## src/hw/rtl/cse_pkg.sv

```systemverilog
// Shared types, byte codes and defaults for the comment span extractor.
`timescale 1ns / 1ps

package cse_pkg;

   // Default counter width and queue depth
   localparam int unsigned COUNT_WIDTH_DEFAULT = 16;
   localparam int unsigned QUEUE_DEPTH_DEFAULT = 4;
   localparam int unsigned OUT_WIDTH           = 16;

   // Delimiter byte codes
   localparam logic [7:0] CH_SLASH   = 8'h2F;
   localparam logic [7:0] CH_STAR    = 8'h2A;
   localparam logic [7:0] CH_QUOTE   = 8'h22;
   localparam logic [7:0] CH_BSLASH  = 8'h5C;
   localparam logic [7:0] CH_NEWLINE = 8'h0A;

   // Byte class as seen by the scanner
   typedef enum logic [2:0] {
      CLS_OTHER,
      CLS_SLASH,
      CLS_STAR,
      CLS_QUOTE,
      CLS_BSLASH,
      CLS_NEWLINE
   } char_class_type;

   // Scanner mode
   typedef enum logic [2:0] {
      MODE_TEXT,
      MODE_SLASH,
      MODE_LINE,
      MODE_BLOCK,
      MODE_STAR,
      MODE_QUOTE,
      MODE_ESCAPE
   } scan_mode_type;

   // One classified word travelling from front to back
   typedef struct packed {
      logic           frame_start;
      char_class_type cls;
   } item_type;

endpackage

```

## src/hw/rtl/cse_front.sv

```systemverilog
// Front end: accepts text bytes and classifies them for the scanner.
`timescale 1ns / 1ps

module cse_front (
   input  logic              req_valid,
   output logic              req_ready,
   input  logic [7:0]        req_ch,
   input  logic              req_frame_start,
   output logic              push_valid,
   input  logic              push_ready,
   output cse_pkg::item_type push_item
);

   cse_pkg::char_class_type cls;

   // Decode the byte into its delimiter class
   always_comb begin
      unique case (req_ch)
         cse_pkg::CH_SLASH:   cls = cse_pkg::CLS_SLASH;
         cse_pkg::CH_STAR:    cls = cse_pkg::CLS_STAR;
         cse_pkg::CH_QUOTE:   cls = cse_pkg::CLS_QUOTE;
         cse_pkg::CH_BSLASH:  cls = cse_pkg::CLS_BSLASH;
         cse_pkg::CH_NEWLINE: cls = cse_pkg::CLS_NEWLINE;
         default:             cls = cse_pkg::CLS_OTHER;
      endcase
   end

   // Pass the word on whenever the queue has room
   assign req_ready              = push_ready;
   assign push_valid             = req_valid;
   assign push_item.frame_start  = req_frame_start;
   assign push_item.cls          = cls;

endmodule

```

## src/hw/rtl/cse_queue.sv

```systemverilog
// Short queue of classified words between the front and back ends.
`timescale 1ns / 1ps

module cse_queue #(
   parameter int unsigned QUEUE_DEPTH = cse_pkg::QUEUE_DEPTH_DEFAULT
) (
   input  logic              clock,
   input  logic              reset,
   input  logic              push_valid,
   output logic              push_ready,
   input  cse_pkg::item_type push_item,
   output logic              pop_valid,
   input  logic              pop_ready,
   output cse_pkg::item_type pop_item
);

   localparam int unsigned PtrW = (QUEUE_DEPTH > 1) ? $clog2(QUEUE_DEPTH) : 1;
   localparam int unsigned CntW = $clog2(QUEUE_DEPTH + 1);
   localparam logic [PtrW-1:0] PtrLast = PtrW'(QUEUE_DEPTH - 1);
   localparam logic [CntW-1:0] CntFull = CntW'(QUEUE_DEPTH);

   cse_pkg::item_type slot_ff [QUEUE_DEPTH];
   logic [PtrW-1:0]   wr_ptr_ff, wr_ptr_in;
   logic [PtrW-1:0]   rd_ptr_ff, rd_ptr_in;
   logic [CntW-1:0]   count_ff, count_in;
   logic              do_push, do_pop;

   assign push_ready = (count_ff != CntFull);
   assign pop_valid  = (count_ff != '0);
   assign pop_item   = slot_ff[rd_ptr_ff];
   assign do_push    = push_valid && push_ready;
   assign do_pop     = pop_valid && pop_ready;

   // Advance pointers with wrap and track the fill level
   always_comb begin
      wr_ptr_in = wr_ptr_ff;
      rd_ptr_in = rd_ptr_ff;
      count_in  = count_ff;
      if (do_push) begin
         wr_ptr_in = (wr_ptr_ff == PtrLast) ? '0 : wr_ptr_ff + 1'b1;
      end
      if (do_pop) begin
         rd_ptr_in = (rd_ptr_ff == PtrLast) ? '0 : rd_ptr_ff + 1'b1;
      end
      if (do_push && !do_pop) begin
         count_in = count_ff + 1'b1;
      end else if (do_pop && !do_push) begin
         count_in = count_ff - 1'b1;
      end
   end

   always_ff @(posedge clock) begin
      if (reset) begin
         wr_ptr_ff <= '0;
         rd_ptr_ff <= '0;
         count_ff  <= '0;
      end else begin
         wr_ptr_ff <= wr_ptr_in;
         rd_ptr_ff <= rd_ptr_in;
         count_ff  <= count_in;
      end
   end

   // Store the incoming word
   always_ff @(posedge clock) begin
      if (do_push) begin
         slot_ff[wr_ptr_ff] <= push_item;
      end
   end

endmodule

```

## src/hw/rtl/cse_back.sv

```systemverilog
// Back end: comment scanner state machine, counters and result register.
`timescale 1ns / 1ps

module cse_back #(
   parameter int unsigned COUNT_WIDTH = cse_pkg::COUNT_WIDTH_DEFAULT
) (
   input  logic              clock,
   input  logic              reset,
   input  logic              pop_valid,
   output logic              pop_ready,
   input  cse_pkg::item_type pop_item,
   output logic              rsp_valid,
   input  logic              rsp_ready,
   output logic [15:0]       rsp_body_offset,
   output logic [15:0]       rsp_body_length,
   output logic [15:0]       rsp_body_line
);

   localparam logic [COUNT_WIDTH-1:0] CntMax = '1;

   cse_pkg::scan_mode_type mode_ff, mode_in, mode_cur;
   logic [COUNT_WIDTH-1:0] pos_ff, pos_in, pos_cur;
   logic [COUNT_WIDTH-1:0] begin_ff, begin_in, begin_cur;
   logic [COUNT_WIDTH-1:0] len_ff, len_in, len_cur;
   logic [COUNT_WIDTH-1:0] line_ff, line_in, line_cur;
   logic [COUNT_WIDTH-1:0] lstart_ff, lstart_in, lstart_cur;
   logic [COUNT_WIDTH-1:0] pos_inc, len_inc, len_inc2, line_inc;
   logic                   do_pop, emit, open, add_one, add_two;
   logic                   rsp_valid_ff, rsp_valid_in;
   logic [15:0]            offset_ff, length_ff, line_out_ff;
   cse_pkg::char_class_type cls;

   assign cls       = pop_item.cls;
   assign pop_ready = !rsp_valid_ff || rsp_ready;
   assign do_pop    = pop_valid && pop_ready;

   // Frame start restarts the scanner at this byte
   assign mode_cur   = pop_item.frame_start ? cse_pkg::MODE_TEXT : mode_ff;
   assign pos_cur    = pop_item.frame_start ? '0 : pos_ff;
   assign begin_cur  = pop_item.frame_start ? '0 : begin_ff;
   assign len_cur    = pop_item.frame_start ? '0 : len_ff;
   assign line_cur   = pop_item.frame_start ? '0 : line_ff;
   assign lstart_cur = pop_item.frame_start ? '0 : lstart_ff;

   // Saturating increments
   assign pos_inc  = (pos_cur == CntMax) ? CntMax : pos_cur + 1'b1;
   assign line_inc = (line_cur == CntMax) ? CntMax : line_cur + 1'b1;
   assign len_inc  = (len_cur == CntMax) ? CntMax : len_cur + 1'b1;
   assign len_inc2 = (len_cur >= CntMax - 1'b1) ? CntMax : len_cur + 2'd2;

   // Next scanner mode
   always_comb begin
      mode_in = mode_cur;
      unique case (mode_cur)
         cse_pkg::MODE_TEXT: begin
            if (cls == cse_pkg::CLS_SLASH) mode_in = cse_pkg::MODE_SLASH;
            else if (cls == cse_pkg::CLS_QUOTE) mode_in = cse_pkg::MODE_QUOTE;
         end
         cse_pkg::MODE_SLASH: begin
            if (cls == cse_pkg::CLS_SLASH) mode_in = cse_pkg::MODE_LINE;
            else if (cls == cse_pkg::CLS_STAR) mode_in = cse_pkg::MODE_BLOCK;
            else if (cls == cse_pkg::CLS_QUOTE) mode_in = cse_pkg::MODE_QUOTE;
            else mode_in = cse_pkg::MODE_TEXT;
         end
         cse_pkg::MODE_LINE: begin
            if (cls == cse_pkg::CLS_NEWLINE) mode_in = cse_pkg::MODE_TEXT;
         end
         cse_pkg::MODE_BLOCK: begin
            if (cls == cse_pkg::CLS_STAR) mode_in = cse_pkg::MODE_STAR;
         end
         cse_pkg::MODE_STAR: begin
            if (cls == cse_pkg::CLS_SLASH) mode_in = cse_pkg::MODE_TEXT;
            else if (cls != cse_pkg::CLS_STAR) mode_in = cse_pkg::MODE_BLOCK;
         end
         cse_pkg::MODE_QUOTE: begin
            if (cls == cse_pkg::CLS_QUOTE) mode_in = cse_pkg::MODE_TEXT;
            else if (cls == cse_pkg::CLS_BSLASH) mode_in = cse_pkg::MODE_ESCAPE;
         end
         cse_pkg::MODE_ESCAPE: mode_in = cse_pkg::MODE_QUOTE;
         default: mode_in = cse_pkg::MODE_TEXT;
      endcase
   end

   // Scanner actions: open a comment, grow its body, or finish it
   always_comb begin
      emit    = 1'b0;
      open    = 1'b0;
      add_one = 1'b0;
      add_two = 1'b0;
      unique case (mode_cur)
         cse_pkg::MODE_SLASH: begin
            open = (cls == cse_pkg::CLS_SLASH) || (cls == cse_pkg::CLS_STAR);
         end
         cse_pkg::MODE_LINE: begin
            emit    = (cls == cse_pkg::CLS_NEWLINE);
            add_one = (cls != cse_pkg::CLS_NEWLINE);
         end
         cse_pkg::MODE_BLOCK: begin
            add_one = (cls != cse_pkg::CLS_STAR);
         end
         cse_pkg::MODE_STAR: begin
            emit    = (cls == cse_pkg::CLS_SLASH);
            add_one = (cls == cse_pkg::CLS_STAR);
            add_two = (cls != cse_pkg::CLS_SLASH) && (cls != cse_pkg::CLS_STAR);
         end
         default: begin
            emit = 1'b0;
         end
      endcase
   end

   // Counter updates for the current word
   always_comb begin
      pos_in    = pos_inc;
      line_in   = (cls == cse_pkg::CLS_NEWLINE) ? line_inc : line_cur;
      begin_in  = open ? pos_inc : begin_cur;
      lstart_in = open ? line_cur : lstart_cur;
      if (open || emit) begin
         len_in = '0;
      end else if (add_two) begin
         len_in = len_inc2;
      end else if (add_one) begin
         len_in = len_inc;
      end else begin
         len_in = len_cur;
      end
   end

   always_ff @(posedge clock) begin
      if (reset) begin
         mode_ff   <= cse_pkg::MODE_TEXT;
         pos_ff    <= '0;
         begin_ff  <= '0;
         len_ff    <= '0;
         line_ff   <= '0;
         lstart_ff <= '0;
      end else if (do_pop) begin
         mode_ff   <= mode_in;
         pos_ff    <= pos_in;
         begin_ff  <= begin_in;
         len_ff    <= len_in;
         line_ff   <= line_in;
         lstart_ff <= lstart_in;
      end
   end

   // Hold a finished result until the consumer takes it
   assign rsp_valid_in = (do_pop && emit) ? 1'b1 : (rsp_ready ? 1'b0 : rsp_valid_ff);

   always_ff @(posedge clock) begin
      if (reset) begin
         rsp_valid_ff <= 1'b0;
      end else begin
         rsp_valid_ff <= rsp_valid_in;
      end
   end

   always_ff @(posedge clock) begin
      if (do_pop && emit) begin
         offset_ff   <= 16'(begin_cur);
         length_ff   <= 16'(len_cur);
         line_out_ff <= 16'(lstart_cur);
      end
   end

   assign rsp_valid       = rsp_valid_ff;
   assign rsp_body_offset = offset_ff;
   assign rsp_body_length = length_ff;
   assign rsp_body_line   = line_out_ff;

endmodule

```

## src/hw/rtl/comment_span_extractor_top.sv

```systemverilog
// A closing byte is queued; its result is registered when the scanner takes the byte.
// Throughput: one text byte per cycle; a four-word queue decouples intake from the scanner.
// A stalled result register holds the scanner; intake stops only when the queue is full.
// Reset (synchronous, active high) empties the queue, drops any held result and
// returns the scanner to plain text with all counters at zero.
`timescale 1ns / 1ps

module comment_span_extractor_top #(
   parameter int unsigned COUNT_WIDTH = cse_pkg::COUNT_WIDTH_DEFAULT,
   parameter int unsigned QUEUE_DEPTH = cse_pkg::QUEUE_DEPTH_DEFAULT
) (
   input  logic        clock,
   input  logic        reset,
   input  logic        req_valid,
   output logic        req_ready,
   input  logic [7:0]  req_ch,
   input  logic        req_frame_start,
   output logic        rsp_valid,
   input  logic        rsp_ready,
   output logic [15:0] rsp_body_offset,
   output logic [15:0] rsp_body_length,
   output logic [15:0] rsp_body_line
);

   logic              push_valid, push_ready;
   logic              pop_valid, pop_ready;
   cse_pkg::item_type push_item, pop_item;

   // Classify incoming bytes
   cse_front u_front (
      .req_valid       (req_valid),
      .req_ready       (req_ready),
      .req_ch          (req_ch),
      .req_frame_start (req_frame_start),
      .push_valid      (push_valid),
      .push_ready      (push_ready),
      .push_item       (push_item)
   );

   // Buffer classified words
   cse_queue #(
      .QUEUE_DEPTH (QUEUE_DEPTH)
   ) u_queue (
      .clock      (clock),
      .reset      (reset),
      .push_valid (push_valid),
      .push_ready (push_ready),
      .push_item  (push_item),
      .pop_valid  (pop_valid),
      .pop_ready  (pop_ready),
      .pop_item   (pop_item)
   );

   // Scan and report comment spans
   cse_back #(
      .COUNT_WIDTH (COUNT_WIDTH)
   ) u_back (
      .clock           (clock),
      .reset           (reset),
      .pop_valid       (pop_valid),
      .pop_ready       (pop_ready),
      .pop_item        (pop_item),
      .rsp_valid       (rsp_valid),
      .rsp_ready       (rsp_ready),
      .rsp_body_offset (rsp_body_offset),
      .rsp_body_length (rsp_body_length),
      .rsp_body_line   (rsp_body_line)
   );

endmodule

```

## config.mk

```make
export PLATFORM = sky130hd
export DESIGN_NAME = comment_span_extractor_top
export DESIGN_NICKNAME = d
export VERILOG_FILES = /design/src/hw/rtl/cse_pkg.sv /design/src/hw/rtl/cse_front.sv /design/src/hw/rtl/cse_queue.sv /design/src/hw/rtl/cse_back.sv /design/src/hw/rtl/comment_span_extractor_top.sv
export SDC_FILE = /design/constraint.sdc
export NUM_CORES = 1
export LEC_CHECK = 0
export ABC_CLOCK_PERIOD_IN_PS = 3340
export BUFFER_PORTS_ARGS = -buffer_cell sky130_fd_sc_hd__buf_2
export CORE_MARGIN = 1.5
export CORE_UTILIZATION = 54
export DETAILED_ROUTE_END_ITERATION = 6
export PLACE_DENSITY = 0.76
export SYNTH_ARGS = -nofsm -noshare
export SYNTH_HDL_FRONTEND = slang
export SYNTH_SLANG_ARGS = --single-unit
```

## constraint.sdc

```tcl
create_clock -name clock -period 3.34 [get_ports clock]
set_input_delay 0.668 -clock clock [delete_from_list [all_inputs] [get_ports clock]]
set_output_delay 0.668 -clock clock [all_outputs]
set_load 0.005 [all_outputs]
```

==> key figures, run 1 <==
Status
  • Status: finished clean

Place
  • Post-Place Cell Area: 0.00820 sq mm
  • Gp weighted congestion: about 0.95
  • IO Port Bufs: 62
  • Hpwl dp: around 12,000 um

Floorplanning
  • Die X: 122 um
  • Die outline area: 0.0150 sq mm
  • I/O pin count: 63
  • Starting density of the core: 0.553
  • Core Area: between 0.01 and 0.015 sq mm
  • Std cell rows: 43
  • Die Height: 122 um

Yosys
  • Netlist Area Pre-Place: a little under 0.008 sq mm
  • Sequential share of the synthesized area: 0.493
  • Synth cell types: 76
  • Syn_area_per_cell: between 9 and 10 sq um
  • Syn Inst Count: 802
  • Syn nets: roughly 830
  • Yosys Warn Count: 0
  • Post-synth EDFFs: 64
  • Top_reg_cell synth: dfxtp_1
  • Flops & latches, synth: roughly 160
  • Async set or reset register ratio after synthesis: 0

Timing
  • Worst Clk Skew: 11.2 ps
  • Highest clock rate: roughly 320 MHz
  • Fin crit period: approximately 3000 ps
  • Final setup TNS: 0 ps
  • Final hold viol count: 0
  • Worst Tran Pin Value: between 700 and 800 ps
  • Max Slew Vio Count: 0
  • RSZ-0062 raised after global routing: no
  • Final Cycle Share: 0.925
  • Slew headroom: 0.515
  • Final setup vio count: 0

CTS
  • Clk slew on worst S/H paths: approximately 60 ps
  • CTS tree: built
  • Skew-Pair Late Insertion Delay: 430 ps
  • Clock Tree Root: clkbuf_16
  • Sink Count: 157
  • Hold bufs inserted after CTS: 0
  • Max clock buf depth: 2
  • CTS Buf Count: 17
  • Htree depth: 4

Critical path
  • CP Class: reg -> reg
  • R2R depth: 9
  • CP endpoint kind: flip-flop
  • Slowest cell delay on critical path: about 580 ps
  • CP cell instances: mux4_2, nand2b_1, inv_1, ha_2, nand4_1, nor4b_4, and4_2, a21oi_1, a211oi_1
  • Origin of the worst setup path: u_queue.slot_ff[3][3]$_DFFE_PP_
  • CP required: between 3000 and 4000 ps
  • Crit path to: u_back.pos_ff[10]$_SDFFE_PP0P_
  • Critical Path Start Type: flip-flop
  • R2R Path End: u_back.pos_ff[10]$_SDFFE_PP0P_
  • Max stage delay cell, worst path: mux4_2
  • R2r setup slk: around 250 ps
  • R2R Path Start: u_queue.slot_ff[3][3]$_DFFE_PP_
  • WP data arrival: 3420 ps
  • Critical-path maximum fanout: 15

Detailed routing
  • Wire length per cell: about 17 um
  • Iteration-0 DRC Markers: 926
  • DR vias/cell: 6.22
  • Via count: 6,530
  • Final ANT Viol Nets: 0
  • Detailed Routing Iterations Pass 1: 5
  • Drt drc: 0
  • DRT Wirelength: 18,300 um

Final layout
  • Area of the multi-input gates: ~0.0036 sq mm
  • Commonest non-fill, non-tap cell in the layout: dfxtp_1
  • Commonest non-fill, non-tap cells in the layout: dfxtp_1, nor2_1, edfxtp_1
  • Sequential Area: ~0.0038 sq mm
  • Fill count: ~1,100
  • Final instance area: a little under 0.009 sq mm
  • Share of layout cells above drive strength 1: 0.168
  • Final net count: 878
  • Layout area overhead: 14.6%

Global routing
  • Vias in the first global route: 6,159
  • GRT overflow: 0
  • Initial antenna violation count: 1
  • Global Route Usage Sum: 0.255
  • First-pass GRT wire length: ~30,000 um
  • Largest net degree at the start of global routing: 69

Power and ir drop
  • Power Total: around 6.3 mW
  • Pleak: between 3 and 4 nW
  • VDD IR max: 0.000619 V
  • Pwr/cell area: slightly above 700 mW/mm^2

Hold path
  • Min-Delay Path Class: reg -> reg

Run
  • Max cap viols: 0
layer usage:
| layer | track usage | share of wire |
|---|---|---|
| met1 | 0.335 | 0.43 |
| met2 | 0.405 | 0.48 |
| met3 | 0.0581 | 0.073 |
| met4 | 0.110 | 0.021 |
| met5 | 0 | 0 |
synthesized netlist by cell type, types with 13 or more instances:
| master | instances | area [sq um] |
|---|---|---|
| dfxtp_1 | 93 | 1860 |
| nor2_1 | 72 | 270 |
| edfxtp_1 | 64 | 1920 |
| nand2_1 | 63 | 236 |
| nor2b_1 | 54 | 338 |
| a21oi_1 | 43 | 215 |
| o21ai_0 | 42 | 210 |
| clkbuf_1 | 33 | 124 |
| nand3_1 | 30 | 150 |
| nor3_1 | 29 | 145 |
| a22oi_1 | 22 | 165 |
| a211oi_1 | 16 | 120 |
| and3_1 | 15 | 93.8 |
| inv_1 | 15 | 56.3 |
| nand4_1 | 15 | 93.8 |
| a31oi_1 | 13 | 81.3 |
| mux2i_1 | 13 | 130 |
registers in the layout, summed over array words and instances (netlist names), named ones only:
signal / count
u_queue.rd_ptr_ff: 2
u_back.lstart_ff: 16
u_queue.slot_ff: 16
u_back.mode_ff: 3
u_back.len_ff: 16
u_back.rsp_body_offset: 16
u_back.rsp_valid: 1
u_back.pos_ff: 16
u_back.begin_ff: 16
u_back.line_ff: 16
u_queue.wr_ptr_ff: 2
u_back.rsp_body_length: 16
u_back.rsp_body_line: 16
u_queue.count_ff: 3
worst min path at each step:
stage                                    startpoint                               to  slack [ps]  cells past startpoint
floorplan           u_back.begin_ff[0]$_SDFFE_PP0P_  u_back.begin_ff[0]$_SDFFE_PP0P_         430                      2
finish              u_back.begin_ff[8]$_SDFFE_PP0P_  u_back.begin_ff[8]$_SDFFE_PP0P_         450                      2
global placement    u_back.begin_ff[1]$_SDFFE_PP0P_  u_back.begin_ff[1]$_SDFFE_PP0P_         440                      2
CTS                                 req_frame_start  u_queue.slot_ff[1][3]$_DFFE_PP_         440                      1
global route                        req_frame_start  u_queue.slot_ff[1][3]$_DFFE_PP_         460                      1
detailed placement  u_back.begin_ff[8]$_SDFFE_PP0P_  u_back.begin_ff[8]$_SDFFE_PP0P_         440                      2
what timing repair did:
action	in CTS	in global routing
setup endpoints to repair	0	10
gates resized for setup	0	2
setup buffers	0	0
metrics by stage:
stage | cells | util | worst slack (ps) | hold WS (ps)
3_5_place_dp | 1016 | 0.590 | 169 | 444
6_report | 1049 | 0.634 | 252 | 455
2_1_floorplan | 802 | - | 9.13 | 427
3_3_place_gp | 1016 | 0.590 | 318 | 440
5_1_grt | 1048 | 0.634 | 3.66 | 455
4_1_cts | 1048 | 0.634 | 153 | 442
power breakdown:
| group | internal [mW] | total, mW | switching, mW |
|---|---|---|---|
| logic | 0.685 | 2.00 | 1.32 |
| clock network | 1.16 | 1.98 | 0.819 |
| registers | 2.15 | 2.33 | 0.187 |
cell families after synthesis:
family                     after synthesis  share of synthesized area
and+or+nand+nor                        336                      0.236
AOI/OAI and AO/OA                      194                      0.166
DFF                                    157                      0.493
buffers and inverters                   71                     0.0394
muxes                                   19                     0.0316
xor gates and xnor gates                15                     0.0171
adders and majority gates               10                     0.0173
layout make-up:
type                            count  area share
Sequential cell                   157       0.430
Multi-Input combinational cell    574       0.409
Timing Repair Buffer               89      0.0597
Clock buffer                       19      0.0516
Tap cell                          180      0.0256
Clock inverter                     13      0.0170
Inverter                           16     0.00682
Antenna cell                        1    0.000284
critical path, delay by kind of cell (launching register included):
kind                     cells  cell delay (ps)
AND/OR/NAND/NOR              4             1320
multiplexers                 1              580
flip-flops                   1              400
AO/OA/AOI/OAI                2              370
adder cells (fa/ha/maj)      1              210
buffers and inverters        1              110
No activity file was read; power rests on OpenSTA's default activity.
==> run 2, diff against run 1 <==
CELL_PAD_IN_SITES_DETAIL_PLACEMENT = 0   (was default)
CELL_PAD_IN_SITES_GLOBAL_PLACEMENT = 1   (was default)
CORE_ASPECT_RATIO = 0.5   (was default)
CORE_UTILIZATION = 42   (was 54)
MAX_ROUTING_LAYER = met4   (was default)
PLACE_DENSITY = default   (was 0.76)
PLACE_DENSITY_LB_ADDON = 0.1   (was default)
==> key figures, run 2 (synthesis results as in run 1) <==
Status
  • Status: finished clean

Global routing
  • GRT overflow: 0 (unchanged)
  • Vias in the first global route: 6,090 (-1.1%)
  • Global Route Usage Sum: 0.222 (-0.0333)
  • Largest net degree at the start of global routing: 70 (+1.4%)
  • First-pass GRT wire length: 32,400 um (+7.4%)
  • Initial antenna violation count: 0 (-1)

CTS
  • Sink Count: 157 (unchanged)
  • Clk slew on worst S/H paths: 70 ps (about the same)
  • Skew-Pair Late Insertion Delay: 420 ps (about the same)
  • Max clock buf depth: 2 (unchanged)
  • CTS tree: built
  • CTS Buf Count: 17 (unchanged)
  • Htree depth: 4 (unchanged)
  • Clock Tree Root: clkbuf_16
  • Hold bufs inserted after CTS: 0 (unchanged)

Detailed routing
  • DRT Wirelength: 19,600 um (+7.0%)
  • Iteration-0 DRC Markers: 501 (-46%)
  • Final ANT Viol Nets: 0 (unchanged)
  • Via count: 6,345 (-2.8%)
  • Drt drc: 0 (unchanged)
  • DR vias/cell: 5.70 (-8.4%)
  • Wire length per cell: 17.6 um (+0.83%)
  • Detailed Routing Iterations Pass 1: 5 (unchanged)

Floorplanning
  • I/O pin count: 63 (unchanged)
  • Die Height: 98.6 um (-19%)
  • Die X: 194 um (+59%)
  • Die outline area: 0.0192 sq mm (+28%)
  • Starting density of the core: 0.435 (-0.118)
  • Std cell rows: 34 (-21%)
  • Core Area: 0.0177 sq mm (+27%)

Critical path
  • WP data arrival: 3350 ps (-70 ps)
  • Critical Path Start Type: flip-flop
  • Critical-path maximum fanout: 11 (-4)
  • CP required: 3650 ps (-30 ps)
  • CP Class: reg -> reg
  • CP endpoint kind: flip-flop

Final layout
  • Commonest non-fill, non-tap cell in the layout: dfxtp_1
  • # diodes: 0 (-1)
  • Final net count: 889 (+1.3%)
  • Commonest non-fill, non-tap cells in the layout: dfxtp_1, nor2_1, edfxtp_1
  • Fill count: 1,627 (+44%)
  • Final instance area: 0.00908 sq mm (+3.1%)
  • Layout area overhead: 18.2%
  • Share of layout cells above drive strength 1: 0.180 (+0.0115)

Power and ir drop
  • VDD IR max: 0.000492 V (-21%)
  • Pleak: 3.36 nW (+2.9%)
  • Pwr/cell area: 739 mW/mm^2 (+3.0%)

Timing
  • Worst Clk Skew: 12.5 ps (+1.27 ps)
  • Final Cycle Share: 0.910 (-0.0141)
  • Worst Tran Pin Value: 878 ps (+150 ps)
  • Final setup vio count: 0 (unchanged)
  • Fin crit period: 3040 ps (-47.2 ps)
  • Max Slew Vio Count: 0 (unchanged)
  • Final hold viol count: 0 (unchanged)
  • Highest clock rate: 329 MHz (+1.6%)
  • Final setup TNS: 0 ps (unchanged)
  • RSZ-0062 raised after global routing: no
  • Slew headroom: 0.412 (-0.103)

Run
  • Max cap viols: 0 (unchanged)

Place
  • Post-Place Cell Area: 0.00835 sq mm (+1.9%)
  • Gp weighted congestion: 0.878 (-7.7%)
  • Hpwl dp: 13,100 um (+6.5%)
  • IO Port Bufs: 62 (unchanged)

Hold path
  • Min-Delay Path Class: reg -> reg
[run 2: path summary, 6_finish.rpt]
kind | startpoint | endpoint | slack (ps) | depth (start not counted)
min | u_back.begin_ff[0]$_SDFFE_PP0P_ | u_back.begin_ff[0]$_SDFFE_PP0P_ | 450 | 2
max reg2reg | flip-flop | u_back.len_ff[9]$_SDFFE_PP0P_ | 300 | 8
min reg2reg | u_back.begin_ff[0]$_SDFFE_PP0P_ | u_back.begin_ff[0]$_SDFFE_PP0P_ | 450 | 2
max | flip-flop | u_back.len_ff[9]$_SDFFE_PP0P_ | 300 | 8
[run 2: area by class of cell]
type                       instances  area [sq um]  share of cell area
multi-input combinational        574          3620               0.398
tap                              234           293              0.0322
timing repair buffer             100           633              0.0697
clock inverter                    13           263              0.0289
sequential                       157          3780               0.417
clock buffer                      19           433              0.0477
inverter                          16          60.1             0.00661
[run 2: report_power, final]
group / switching, mW / internal (mW)
sequential: 0.153 / 2.15
clock: 0.791 / 1.49
combinational: 1.39 / 0.743
[run 2: worst max-delay path: stages (launching register included)]
cell,delay (ps)
dfxtp_1,360
buf_4,160
mux4_2,520
buf_4,190
nor3b_2,400
mux2i_2,480
nand3_2,310
mux2i_1,190
a2111oi_0,320
[run 2: metrics by stage]
step	std cells	hold WS (ps)	worst slack, ps	total power [mW]	utilization
floorplan	802	427	9.13	3.84	-
global placement	1078	444	140	4.39	0.473
detailed placement	1078	440	25.3	4.42	0.473
CTS	1110	459	5.04	6.71	0.512
global route	1113	462	15.4	7.10	0.515
finish	1113	452	299	6.71	0.515
[run 2: metal layers]
metal,share of wire,vias to the layer above,GRT usage
met3,0.052,20,0.0421
met2,0.44,178,0.332
met1,0.50,3052,0.306
li1,-,3095,-
met4,0.011,0,0.0649
met5,0,-,-
[run 2: what timing repair did]
action	4_1_cts	5_1_grt
setup endpoints to repair	0	5
resized for setup	0	3
buffers inserted	0	3
